`src/hdl/srp_pkg.sv`:
```
// ----------------------------------------------------------------------------
// srp_pkg
// Shared types, operation codes, register indexes and arithmetic helpers for
// the stereo ring player.
// ----------------------------------------------------------------------------
package srp_pkg;

  localparam logic [2:0] OP_PUSH  = 3'd0;
  localparam logic [2:0] OP_TICK  = 3'd1;
  localparam logic [2:0] OP_CTRL  = 3'd2;
  localparam logic [2:0] OP_FLUSH = 3'd3;
  localparam logic [2:0] OP_PLAY  = 3'd4;

  localparam logic [1:0] REG_DEADBAND = 2'd0;
  localparam logic [1:0] REG_RISE     = 2'd1;
  localparam logic [1:0] REG_FALL     = 2'd2;
  localparam logic [1:0] REG_SHIFT    = 2'd3;

  localparam logic [11:0] DEADBAND_RST = 12'd60;
  localparam logic [11:0] RISE_RST     = 12'd900;
  localparam logic [11:0] FALL_RST     = 12'd350;
  localparam logic [3:0]  SHIFT_RST    = 4'd9;
  localparam logic [11:0] FLOOR_RST    = 12'd4095;
  localparam logic [1:0]  TRIG_RST     = 2'b11;

  localparam logic [15:0] GAIN_ONE  = 16'h8000;
  localparam logic [24:0] GAIN_SLEW = 25'd492;
  localparam logic [24:0] SLEW_RND  = 25'd32767;
  localparam logic [15:0] DECAY_MUL = 16'd30802;

  typedef struct packed {
    logic [2:0]         op;
    logic signed [15:0] push_left;
    logic signed [15:0] push_right;
    logic [1:0]         trigger_levels;
    logic [11:0]        cv_length;
    logic [11:0]        cv_position;
    logic [11:0]        cv_clock;
    logic               hold;
    logic               seek;
    logic               play_value;
  } item_t;

  typedef struct packed {
    logic accept;
    logic commit;
  } seq_t;

  typedef struct packed {
    logic [11:0] deadband;
    logic [11:0] rise;
    logic [11:0] fall;
    logic [3:0]  shift;
  } cfg_t;

  typedef struct packed {
    logic        playing;
    logic        loop_toggle;
    logic [5:0]  loop_length;
    logic [11:0] loop_position;
    logic        clock_level;
  } cv_stat_t;

  function automatic logic [5:0] len_step(input logic [2:0] idx);
    logic [5:0] r;
    case (idx)
      3'd0:    r = 6'd1;
      3'd1:    r = 6'd2;
      3'd2:    r = 6'd4;
      3'd3:    r = 6'd8;
      3'd4:    r = 6'd16;
      default: r = 6'd32;
    endcase
    return r;
  endfunction

  // Signed sample times an unsigned Q1.15 factor, truncated toward zero.
  function automatic logic signed [15:0] scale_q15(input logic signed [15:0] x,
                                                   input logic [15:0] mul);
    logic [16:0] mag;
    logic [32:0] prod;
    logic [16:0] r;
    logic [16:0] neg;
    mag  = x[15] ? (17'd0 - {x[15], x}) : {1'b0, x};
    prod = {16'd0, mag} * {17'd0, mul};
    r    = prod[31:15];
    neg  = 17'd0 - r;
    return x[15] ? neg[15:0] : r[15:0];
  endfunction

endpackage

```
`src/hdl/srp_cv.sv`:
```
// ----------------------------------------------------------------------------
// srp_cv
// Control conditioning: gate edge detection, play state, CV deadbands, length
// mapping and the floor-tracking Schmitt clock.
// ----------------------------------------------------------------------------
module srp_cv (
  input  logic              clk_i,
  input  logic              rst_ni,
  input  srp_pkg::seq_t     seq_i,
  input  srp_pkg::item_t    item_i,
  input  srp_pkg::cfg_t     cfg_i,
  output logic              playing_o,
  output srp_pkg::cv_stat_t stat_o
);
  import srp_pkg::*;

  logic [1:0]  prev_q, prev_d, fell;
  logic        playing_q, playing_d;
  logic [11:0] held_len_q, held_len_d, held_pos_q, held_pos_d;
  logic [11:0] dl, dp, cl, cp, cc;
  logic        valid_q, valid_d;
  logic [11:0] floor_q, floor_d, rise_amt;
  logic [12:0] rise_lim, fall_lim;
  logic        clk_q, clk_d;
  logic        is_ctrl, is_play;
  logic [14:0] len_prod;

  always_comb begin
    is_ctrl  = item_i.op == OP_CTRL;
    is_play  = item_i.op == OP_PLAY;
    cl       = item_i.cv_length;
    cp       = item_i.cv_position;
    cc       = item_i.cv_clock;
    fell     = prev_q & ~item_i.trigger_levels;
    prev_d   = is_ctrl ? item_i.trigger_levels : prev_q;

    if (is_ctrl && fell[0]) begin
      playing_d = !playing_q;
    end else if (is_play) begin
      playing_d = item_i.play_value;
    end else begin
      playing_d = playing_q;
    end

    dl         = (cl > held_len_q) ? (cl - held_len_q) : (held_len_q - cl);
    dp         = (cp > held_pos_q) ? (cp - held_pos_q) : (held_pos_q - cp);
    held_len_d = (is_ctrl && (!valid_q || (dl > cfg_i.deadband))) ? cl : held_len_q;
    held_pos_d = (is_ctrl && (!valid_q || (dp > cfg_i.deadband))) ? cp : held_pos_q;
    valid_d    = valid_q || is_ctrl;

    rise_amt = (cc - floor_q) >> cfg_i.shift;
    if (!is_ctrl) begin
      floor_d = floor_q;
    end else if (cc < floor_q) begin
      floor_d = cc;
    end else begin
      floor_d = floor_q + rise_amt;
    end
    rise_lim = {1'b0, floor_d} + {1'b0, cfg_i.rise};
    fall_lim = {1'b0, floor_d} + {1'b0, cfg_i.fall};
    if (is_ctrl && !clk_q && ({1'b0, cc} > rise_lim)) begin
      clk_d = 1'b1;
    end else if (is_ctrl && clk_q && ({1'b0, cc} < fall_lim)) begin
      clk_d = 1'b0;
    end else begin
      clk_d = clk_q;
    end

    len_prod = {1'b0, held_len_d, 2'b00} + {2'b00, held_len_d, 1'b0};
  end

  always_ff @(posedge clk_i or negedge rst_ni) begin
    if (!rst_ni) begin
      prev_q     <= TRIG_RST;
      playing_q  <= 1'b0;
      held_len_q <= '0;
      held_pos_q <= '0;
      valid_q    <= 1'b0;
      floor_q    <= FLOOR_RST;
      clk_q      <= 1'b0;
    end else if (seq_i.commit) begin
      prev_q     <= prev_d;
      playing_q  <= playing_d;
      held_len_q <= held_len_d;
      held_pos_q <= held_pos_d;
      valid_q    <= valid_d;
      floor_q    <= floor_d;
      clk_q      <= clk_d;
    end
  end

  assign playing_o            = playing_q;
  assign stat_o.playing       = playing_d;
  assign stat_o.loop_toggle   = is_ctrl && fell[1];
  assign stat_o.loop_length   = len_step(len_prod[14:12]);
  assign stat_o.loop_position = held_pos_d;
  assign stat_o.clock_level   = clk_d;

endmodule

```
`config.mk`:
```
export PLATFORM = sky130hd
export DESIGN_NAME = srp_cv
export DESIGN_NICKNAME = d
export VERILOG_FILES = /design/src/hdl/srp_pkg.sv /design/src/hdl/srp_cv.sv
export SDC_FILE = /design/constraint.sdc
export NUM_CORES = 1
export LEC_CHECK = 0
export BUFFER_PORTS_ARGS = -buffer_cell sky130_fd_sc_hd__buf_2
export CORE_MARGIN = 4
export CORE_UTILIZATION = 40
export CTS_BUF_LIST = sky130_fd_sc_hd__clkbuf_16
export DETAILED_ROUTE_END_ITERATION = 6
export HOLD_SLACK_MARGIN = 0.15
export PLACE_DENSITY_LB_ADDON = 0.05
export SLEW_MARGIN = 40
export SYNTH_ARGS = -nofsm -noshare
export SYNTH_HDL_FRONTEND = slang
export SYNTH_SLANG_ARGS = --single-unit
export TNS_END_PERCENT = 50
```
`constraint.sdc`:
```
create_clock -name clk_i -period 12.75 [get_ports clk_i]
set_input_delay 2.55 -clock clk_i [delete_from_list [all_inputs] [get_ports clk_i]]
set_output_delay 2.55 -clock clk_i [all_outputs]
set_load 0.005 [all_outputs]
```
==> results of run 1 <==
==> timing repair <==
action | in CTS | in global routing
endpoints found under the hold margin | 0 | 0
endpoints found under the setup margin | 0 | 1
hold buffers | 0 | 0
gates resized for setup | 0 | 10
==> routing by layer <==
layer	vias to the layer above	track usage
met4	0	0.0366
met2	93	0.349
met3	18	0.0209
met1	3306	0.232
met5	-	0
li1	3820	-
==> worst min-delay path, cell delays in order (launching register included) <==
cell and delay, ns:
dfstp_2 0.38, nand2_1 0.04, o21ai_0 0.07
==> per-stage QoR <==
step / worst slack, ns / area (um2) / instances / power (mW) / utilization
2_1_floorplan: 1.61 / 8050 / 1017 / 1.83 / -
6_report: 0.575 / 9040 / 1371 / 2.45 / 0.460
4_1_cts: 0.255 / 9010 / 1371 / 2.46 / 0.458
5_1_grt: 0.00308 / 9040 / 1371 / 2.76 / 0.460
3_3_place_gp: 0.340 / 8820 / 1363 / 2.27 / 0.449
3_5_place_dp: 0.292 / 8820 / 1363 / 2.27 / 0.449
==> final timing paths <==
check,from,endpoint,slack (ns),cells after the start
hold / removal,floor_q[11],floor_q[11],0.50,2
min in group asynchronous,rst_ni,held_len_q[8],2.33,2
max in group asynchronous,rst_ni,held_len_q[0],9.99,2
hold reg to reg,floor_q[11],floor_q[11],0.50,2
setup reg to reg,floor_q[1],clk_q,5.23,38
setup / recovery,item_i[3],stat_o[0],0.57,41
==> flip-flops by register name, indices dropped and copies added (netlist names) <==
name	cells
playing_o	1
held_pos_q	12
floor_q	12
held_len_q	12
clk_q	1
valid_q	1
prev_q	2
==> area by class of cell <==
| class | count | area [um2] | share of cell area |
|---|---|---|---|
| sequential | 41 | 1040 | 0.115 |
| clock buffer | 5 | 125 | 0.0138 |
| multi-input combinational | 832 | 6460 | 0.715 |
| clock inverter | 3 | 65.1 | 0.00720 |
| timing repair buffer | 114 | 591 | 0.0653 |
| inverter | 111 | 417 | 0.0461 |
| tap | 265 | 332 | 0.0367 |
==> kinds of logic (layout without fill, tap and decap cells) <==
logic type      Yosys count  in the layout  synth area share
compound gates          307            307             0.248
xor+xnor                 57             57            0.0620
fa+ha+maj               161            161             0.258
buf+inv                 144            233            0.0721
flops                    41             41             0.130
mux                      69             69            0.0886
simple gates            238            238             0.142
==> power by group through the flow <==
stage               registers (mW)  logic [mW]  clock network, mW
finish                       0.257        2.02              0.172
global route                 0.266        2.31              0.180
CTS                          0.258        2.02              0.178
detailed placement           0.260        2.01                  0
global placement             0.260        2.01                  0
floorplan                    0.242        1.59                  0
==> cell usage in the layout (no fill, tap or decap), types with 4 or more instances in the layout <==
master,Yosys,final
a211o_1,4,4
a211oi_1,12,12
a21boi_0,5,4
a21o_1,40,40
a21oi_1,70,69
a221oi_1,7,7
a31oi_1,6,5
and2_1,4,4
and3_1,11,11
buf_2,7,106
buf_4,6,8
clkbuf_16,0,5
dfrtp_1,27,27
dfstp_2,14,14
fa_1,8,8
ha_1,153,153
inv_1,109,109
mux2_2,14,14
mux2i_1,54,54
nand2_1,80,79
nand2b_1,13,13
nand3_1,13,13
nand4_1,15,15
nor2_1,50,50
nor2b_1,13,13
nor3_1,22,22
o211ai_1,9,9
o21a_1,16,16
o21ai_0,82,78
o21ai_1,3,6
o21bai_1,11,11
o22ai_1,6,6
xnor2_1,40,39
xor2_1,17,17
==> metrics.cfg, run 1 <==
[status]
outcome=completed

[final_layout]
fin_nets=1386
antennaDiodeCount=0
fillers=2089
drive_above_1_share=0.162
synthToLayoutAreaGrowth_pct=12.2

[worst_setup_path]
slowest_stage=or4_1
cp-end-kind=primary output
worstPathRequired_ns=10.20
start_kind=input port
cp_max_fo=5
slowest_delay_ns=0.43
critPathTopFamily=compound AO/OA/AOI/OAI gates
path_buf_inv=5
crit_type=in2out
critPathArrivalTime_ns=9.63
crit_top_cell=ha_1

[die]
core_region_area_um2=19700
row_count=51
start_util=0.410
dieArea_um2=22500
pin_count=142
die_w_um=150
die_h_um=150

[power_and_ir_drop]
power.density_nw_per_um2=271
power_frac_seq=0.105
swShare=0.496
ir_worst_vdd_uv=100
power.leakage_nw=4.75
pwr-share-clk=0.070
p_switching_mw=1.21
p_comb_frac=0.825
p_int_mw=1.23

[logic_synthesis]
avgSynthCellArea_um2=7.92
ys_ff_latch=41
synth_flop_cell=dfrtp_1
yosysWarningCount=0
synth_cell_types=74
yosysTopAreaCellShare=0.238
yosys-top-cells-area=ha_1 24%, dfrtp_1 8.4%, mux2i_1 6.7%
syn_nets=1298
netlist_area_um2=8050
syn_inst=1017
synth_area_leader_cell=ha_1
yosysSeqAreaShare=0.130
synthTopCellsByCount=153 x ha_1, 109 x inv_1, 82 x o21ai_0, 80 x nand2_1, 70 x a21oi_1
synth-edff-count=0
synth_most_common_cell=ha_1
synthArstFlopShare=1.00

[placement]
hpwl_um=17600
place_congestion=0.818
io_buffer_count=106

[sta]
worstMarginPinSlew_ns=0.606
rsz0062_at_grt=false
slew_viol_final=0
min_period_ns=12.18
skew_ns=0.0119
hold_ws_ns=0.501
relSlewSlack=0.596
setup_viol=0
hold_violations=0
post-route-period-util=0.955
tns_ns=0
max_freq_ghz=0.0821

[drt]
met3WireLength_um=589
drt_first_pass_iters=5
ant_nets=0
detail_route.vias_per_cell=5.28
drtIter0Drc=254
routed_wl_um=20900
top_signal_layer_used=met4
vias=7237
m1WireLength_um=9560
post_drt_wl_per_cell_um=15.3
wl_met2_um=10500
drc=0

[clock_tree]
cts_buffers=5
clock_latency_ns=0.30
root_buffer=clkbuf_16
cts_sinks=41
cts.clk_slew.worst_paths_ns=0.07
htree_levels=2
cts_buffer_depth=2
cts_setup_buffers=0
cts_tree=built

[global_routing]
grt_max_degree=42
grt_pass1_wl_um=34200
grt-ovfl-total=0
grt_usage=0.187
grt_pass1_vias=7019
grt_antenna_before_repair=0

[hold_path]
hold_path.class=reg2reg

[flow_run]
timing.max_cap.violations=0

Power figures use the tool's default switching activity.
==> run 2: changes to the inputs <==
--- a/config.mk
+++ b/config.mk
@@ -6,6 +6,8 @@
 export NUM_CORES = 1
 export LEC_CHECK = 0
 export BUFFER_PORTS_ARGS = -buffer_cell sky130_fd_sc_hd__buf_2
+export CELL_PAD_IN_SITES_DETAIL_PLACEMENT = 0
+export CELL_PAD_IN_SITES_GLOBAL_PLACEMENT = 1
 export CORE_MARGIN = 4
 export CORE_UTILIZATION = 40
 export CTS_BUF_LIST = sky130_fd_sc_hd__clkbuf_16
==> metrics.cfg, run 2 (synthesis results as in run 1) <==
[status]
outcome=completed  ; unchanged

[drt]
drc=0  ; unchanged
ant_nets=0  ; unchanged
routed_wl_um=21600  ; was 20900 um
drt_first_pass_iters=4  ; was 5
post_drt_wl_per_cell_um=15.7  ; was 15.3 um
vias=7246  ; was 7237
detail_route.vias_per_cell=5.27  ; was 5.28
drtIter0Drc=302  ; was 254

[worst_setup_path]
worstPathRequired_ns=10.20  ; about the same
start_kind=input port  ; unchanged
cp_max_fo=5  ; unchanged
slowest_stage=or4_1  ; unchanged
slowest_delay_ns=0.42  ; was 0.43 ns
critPathArrivalTime_ns=9.57  ; was 9.63 ns
crit_type=in2out  ; unchanged
cp-end-kind=primary output  ; unchanged

[power_and_ir_drop]
power_frac_seq=0.104  ; was 0.105
p_switching_mw=1.24  ; was 1.21 mW
pwr-share-clk=0.063  ; was 0.070
swShare=0.503  ; was 0.496
ir_worst_vdd_uv=128  ; was 100 uV
p_comb_frac=0.833  ; was 0.825
power.density_nw_per_um2=271  ; about the same
power.leakage_nw=4.75  ; about the same
p_int_mw=1.22  ; was 1.23 mW

[global_routing]
use_met2=0.352  ; was 0.349
grt_usage=0.192  ; was 0.187
grt_max_degree=42  ; unchanged
grt_pass1_wl_um=34700  ; was 34200 um
grt_use_met1=0.242  ; was 0.232
grt-ovfl-total=0  ; unchanged
grt_use_met3=0.0260  ; was 0.0209
grt_antenna_before_repair=1  ; was 0
grt_pass1_vias=6890  ; was 7019
grt_busiest_layer=met2  ; unchanged

[flow_run]
timing.max_cap.violations=0  ; unchanged

[sta]
worstMarginPinSlew_ns=0.617  ; was 0.606 ns
hold_violations=0  ; unchanged
tns_ns=0  ; unchanged
skew_ns=0.0130  ; was 0.0119 ns
max_freq_ghz=0.0825  ; was 0.0821 GHz
relSlewSlack=0.589  ; was 0.596
post-route-period-util=0.951  ; was 0.955
rsz0062_at_grt=false  ; unchanged
setup_viol=0  ; unchanged
hold_ws_ns=0.499  ; was 0.501 ns
min_period_ns=12.12  ; was 12.18 ns
slew_viol_final=0  ; unchanged

[final_layout]
synthToLayoutAreaGrowth_pct=12.6  ; was 12.2%
antennaDiodeCount=0  ; unchanged
drive_above_1_share=0.169  ; was 0.162
layout_common_cells=152 x ha_1, 108 x inv_1, 106 x buf_2  ; was 153 x ha_1, 109 x inv_1, 106 x buf_2
final_common_cell=ha_1  ; unchanged
largest_registers=floor_q x12, held_len_q x12, held_pos_q x12  ; unchanged
fin_nets=1390  ; was 1386

[die]
die_h_um=150  ; unchanged
die_w_um=150  ; unchanged
start_util=0.410  ; unchanged
row_count=51  ; unchanged
dieArea_um2=22500  ; unchanged
pin_count=142  ; unchanged
core_region_area_um2=19700  ; unchanged

[clock_tree]
cts.clk_slew.worst_paths_ns=0.07  ; about the same
cts_tree=built  ; unchanged
cts_buffers=5  ; unchanged
cts_buffer_depth=2  ; unchanged
cts_sinks=41  ; unchanged
root_buffer=clkbuf_16  ; unchanged
htree_levels=2  ; unchanged
clock_latency_ns=0.30  ; about the same
postCtsHoldBufs=0  ; unchanged

[hold_path]
hold_path.class=reg2reg  ; unchanged

[placement]
hpwl_um=18100  ; was 17600 um
place_congestion=0.829  ; was 0.818
io_buffer_count=106  ; unchanged

run 2: critical path: cells and delay by family:
family / cells / cell delay, ns
AND/OR/NAND/NOR: 10 / 1.75
XOR/XNOR: 1 / 0.14
adder cells (fa/ha/maj): 5 / 1.62
buffers and inverters: 4 / 0.51
AO/OA/AOI/OAI: 19 / 2.97
run 2: path summary, 6_finish.rpt:
path | start | endpoint | slack (ns) | cells after the start
setup / recovery | item_i[5] | stat_o[0] | 0.63 | 39
max in group asynchronous | rst_ni | held_pos_q[11] | 9.99 | 2
hold reg to reg | floor_q[11] | floor_q[11] | 0.50 | 2
setup reg to reg | floor_q[1] | clk_q | 5.29 | 38
min in group asynchronous | rst_ni | held_len_q[8] | 2.33 | 2
hold / removal | floor_q[11] | floor_q[11] | 0.50 | 2
run 2: cell type report:
| type | instances | area, um2 |
|---|---|---|
| clock buffer | 5 | 125 |
| inverter | 111 | 417 |
| clock inverter | 3 | 41.3 |
| fill | 2117 | 10600 |
| multi-input combinational | 832 | 6490 |
| timing repair buffer | 118 | 621 |
| tap | 265 | 332 |
| sequential | 41 | 1040 |
run 2: through the flow:
stage	setup slack (ns)	area, um2	power (mW)	utilization	std cells
after floorplan	1.61	8050	1.83	-	1017
after global placement	0.423	8850	2.30	0.450	1367
after detailed placement	0.374	8850	2.30	0.450	1367
after CTS	0.334	9010	2.47	0.459	1375
after global routing	0.0214	9070	2.78	0.462	1375
final	0.630	9070	2.46	0.462	1375
run 2: what timing repair did:
action                                  4_1_cts  5_1_grt
endpoints found under the setup margin        0        1
hold endpoints to repair                      0        0
gates resized for setup                       0       20
buffers inserted                              0        0
run 2: power by group through the flow:
stage | logic (mW) | clock network [mW] | registers [mW]
after floorplan | 1.59 | 0 | 0.242
after global placement | 2.04 | 0 | 0.260
after detailed placement | 2.04 | 0 | 0.260
after CTS | 2.05 | 0.162 | 0.258
after global routing | 2.35 | 0.166 | 0.267
final | 2.05 | 0.154 | 0.256
run 2: layer usage:
metal	vias to the layer above	wire length [um]
li1	3826	-
met1	3289	9770
met2	112	10800
met3	17	804
met4	2	255
met5	-	7
==> run 3: changes to the inputs <==
--- a/config.mk
+++ b/config.mk
@@ -5,6 +5,7 @@
 export SDC_FILE = /design/constraint.sdc
 export NUM_CORES = 1
 export LEC_CHECK = 0
+export ABC_AREA = 1
 export BUFFER_PORTS_ARGS = -buffer_cell sky130_fd_sc_hd__buf_2
 export CELL_PAD_IN_SITES_DETAIL_PLACEMENT = 0
 export CELL_PAD_IN_SITES_GLOBAL_PLACEMENT = 1
==> metrics.cfg, run 3 <==
[worst_setup_path]
r2r_setup_slack_ns=6.20  ; was 5.29 ns
critPathArrivalTime_ns=8.79  ; was 9.57 ns
critPathTopFamily=adder cells  ; was compound AO/OA/AOI/OAI gates
r2r_start=floor_q[2]  ; was floor_q[1]
worst-path-stages=38  ; was 39
start_kind=input port  ; unchanged
path_buf_inv=6  ; was 4
crit_type=in2out  ; unchanged
cp-end-kind=primary output  ; unchanged
r2r-end=clk_q  ; unchanged
cp_max_fo=4  ; was 5
startpoint=item_i[3]  ; was item_i[5]
slowest_delay_ns=0.44  ; was 0.42 ns
slowest_stage=fa_1  ; was or4_1
crit_end=stat_o[0]  ; unchanged
worstPathRequired_ns=10.20  ; about the same
ff2ff_path_depth=40  ; was 38

[final_layout]
antennaDiodeCount=0  ; unchanged
multi_input_area_um2=6310  ; was 6490 um2
synthToLayoutAreaGrowth_pct=11.1  ; was 12.6%
drive_above_1_share=0.130  ; was 0.169
fin_nets=1646  ; was 1390
layout_common_cells=282 x nand2_1, 224 x inv_1, 153 x ha_1  ; was 152 x ha_1, 108 x inv_1, 106 x buf_2
final_common_cell=nand2_1  ; was ha_1
regArea_um2=1040  ; unchanged
fillers=2262  ; was 2117
largest_registers=floor_q x12, held_len_q x12, held_pos_q x12  ; unchanged

[global_routing]
grt_pass1_vias=7860  ; was 6890
grt_pass1_wl_um=38000  ; was 34700 um
grt_max_degree=56  ; was 42
grt_usage=0.195  ; was 0.192
grt_antenna_before_repair=0  ; was 1
grt-ovfl-total=0  ; unchanged

[logic_synthesis]
yosysSeqAreaShare=0.125  ; was 0.130
synth_area_leader_cell=ha_1  ; unchanged
synth_flop_cell=dfrtp_1  ; unchanged
yosysWarningCount=0  ; unchanged
synth_most_common_cell=nand2_1  ; was ha_1
yosys-top-cells-area=ha_1 23%, nand2_1 13%, inv_1 10%  ; was ha_1 24%, dfrtp_1 8.4%, mux2i_1 6.7%
synthArstFlopShare=1.00  ; unchanged
syn_inst=1277  ; was 1017
netlist_area_um2=8350  ; was 8050 um2
ys_ff_latch=41  ; unchanged
synth-edff-count=0  ; unchanged
syn_nets=1558  ; was 1298
synthTopCellsByCount=282 x nand2_1, 224 x inv_1, 153 x ha_1, 122 x a21oi_1, 99 x o21ai_0  ; was 153 x ha_1, 109 x inv_1, 82 x o21ai_0, 80 x nand2_1, 70 x a21oi_1
avgSynthCellArea_um2=6.54  ; was 7.92 um2
yosysTopAreaCellShare=0.229  ; was 0.238
synth_cell_types=57  ; was 74

[power_and_ir_drop]
power.leakage_nw=5.14  ; was 4.75 nW
power.density_nw_per_um2=249  ; was 271 nW/um2
power_frac_seq=0.110  ; was 0.104
p_switching_mw=1.27  ; was 1.24 mW
swShare=0.550  ; was 0.503
ir_worst_vdd_uv=107  ; was 128 uV
pwr-share-clk=0.068  ; was 0.063
p_int_mw=1.04  ; was 1.22 mW
p_comb_frac=0.822  ; was 0.833

[sta]
max_freq_ghz=0.0882  ; was 0.0825 GHz
setup_viol=0  ; unchanged
tns_ns=0  ; unchanged
post-route-period-util=0.890  ; was 0.951
hold_ws_ns=0.490  ; was 0.499 ns
skew_ns=0.0123  ; was 0.0130 ns
rsz0062_at_grt=false  ; unchanged
relSlewSlack=0.487  ; was 0.589
worstMarginPinSlew_ns=0.767  ; was 0.617 ns
min_period_ns=11.34  ; was 12.12 ns
worst_slack_ns=1.41  ; was 0.630 ns
slew_viol_final=0  ; unchanged
hold_violations=0  ; unchanged

[drt]
drc=0  ; unchanged
vias=8126  ; was 7246
post_drt_wl_per_cell_um=14.1  ; was 15.7 um
routed_wl_um=23100  ; was 21600 um
ant_nets=0  ; unchanged
drt_first_pass_iters=5  ; was 4
detail_route.vias_per_cell=4.97  ; was 5.27
drtIter0Drc=392  ; was 302

[clock_tree]
cts-resized-gates=0  ; unchanged
root_buffer=clkbuf_16  ; unchanged
clock_latency_ns=0.31  ; was 0.30 ns
cts_tree=built  ; unchanged
cts_buffer_depth=2  ; unchanged
cts_sinks=41  ; unchanged
cts_buffers=5  ; unchanged
cts_setup_buffers=0  ; unchanged
cts.clk_slew.worst_paths_ns=0.07  ; about the same
postCtsHoldBufs=0  ; unchanged
htree_levels=2  ; unchanged

[die]
pin_count=142  ; unchanged
core_region_area_um2=20400  ; was 19700 um2
dieArea_um2=23300  ; was 22500 um2
row_count=52  ; was 51
die_w_um=153  ; was 150 um
die_h_um=153  ; was 150 um
start_util=0.410  ; about the same

[placement]
hpwl_um=19700  ; was 18100 um
pre_cts_ws_ns=1.32  ; was 0.374 ns
place_congestion=0.844  ; was 0.829
io_buffer_count=106  ; unchanged

[hold_path]
hold_path.class=reg2reg  ; unchanged

[flow_run]
timing.max_cap.violations=0  ; unchanged

[status]
outcome=completed  ; unchanged

==> run 3: cell types whose count changed after synthesis, sizes merged, moves of 12 or more <==
cell / before / now
nand2b: 13 / 0
mux2i: 54 / 5
nor2b: 13 / 0
a21oi: 73 / 125
a21o: 40 / 9
xor2: 17 / 43
xnor2: 40 / 10
nor3: 22 / 10
o21ai: 86 / 118
nand3: 13 / 62
nand2: 81 / 295
mux2: 15 / 2
o21a: 16 / 1
inv: 110 / 228
==> run 3: metal layers <==
layer  GRT usage  vias up  part of all wire  routed length (um)
met5           0        -                 0                   0
met4      0.0331        0             0.012                 286
met3      0.0239       16             0.029                 669
met2       0.348      107              0.49               11400
met1       0.258     3598              0.46               10700
li1            -     4405                 -                   -
==> run 3: cell families (layout without fill, tap and decap cells) <==
family | count (synthesis) | count (layout) | share of synthesized area
AOI/OAI and AO/OA | 307 | 307 | 0.212
xor gates and xnor gates | 53 | 53 | 0.0556
adders and majority gates | 161 | 161 | 0.248
buffers and inverters | 258 | 347 | 0.119
DFF | 41 | 41 | 0.125
muxes | 7 | 7 | 0.00869
and+or+nand+nor | 450 | 450 | 0.231
==> run 3: how the worst min path moves through the flow <==
stage,start,endpoint,slack [ns],cells past startpoint
2_1_floorplan,clk_q,clk_q,0.45,2
3_3_place_gp,held_len_q[11],held_len_q[11],0.47,2
3_5_place_dp,held_len_q[11],held_len_q[11],0.47,2
4_1_cts,held_len_q[11],held_len_q[11],0.49,2
5_1_grt,prev_q[0],prev_q[0],0.51,2
6_report,held_len_q[11],held_len_q[11],0.49,2
==> run 3: power by group through the flow <==
stage | clock (mW) | combinational (mW) | sequential, mW
final | 0.158 | 1.90 | 0.254
after global routing | 0.169 | 2.21 | 0.263
after CTS | 0.164 | 1.92 | 0.254
after detailed placement | 0 | 1.91 | 0.257
after global placement | 0 | 1.90 | 0.256
after floorplan | 0 | 1.49 | 0.239
==> run 3: through the flow <==
step	instance area [um2]	instances	utilization	power, mW
finish	9280	1636	0.456	2.31
global route	9280	1636	0.456	2.65
CTS	9280	1636	0.456	2.34
detailed placement	9110	1628	0.447	2.17
global placement	9110	1628	0.447	2.16
floorplan	8350	1277	-	1.73
==> run 3: layout make-up <==
class	count	share of cell area
clock buffer	5	0.0135
multi-input combinational	978	0.680
inverter	231	0.0936
clock inverter	3	0.00499
timing repair buffer	108	0.0588
sequential	41	0.112
tap	270	0.0364
==> run 3: tightest hold or removal path: stages, from the launching register on <==
cell     delay [ns]
dfrtp_1        0.35
nand2_1        0.05
o21ai_0        0.06
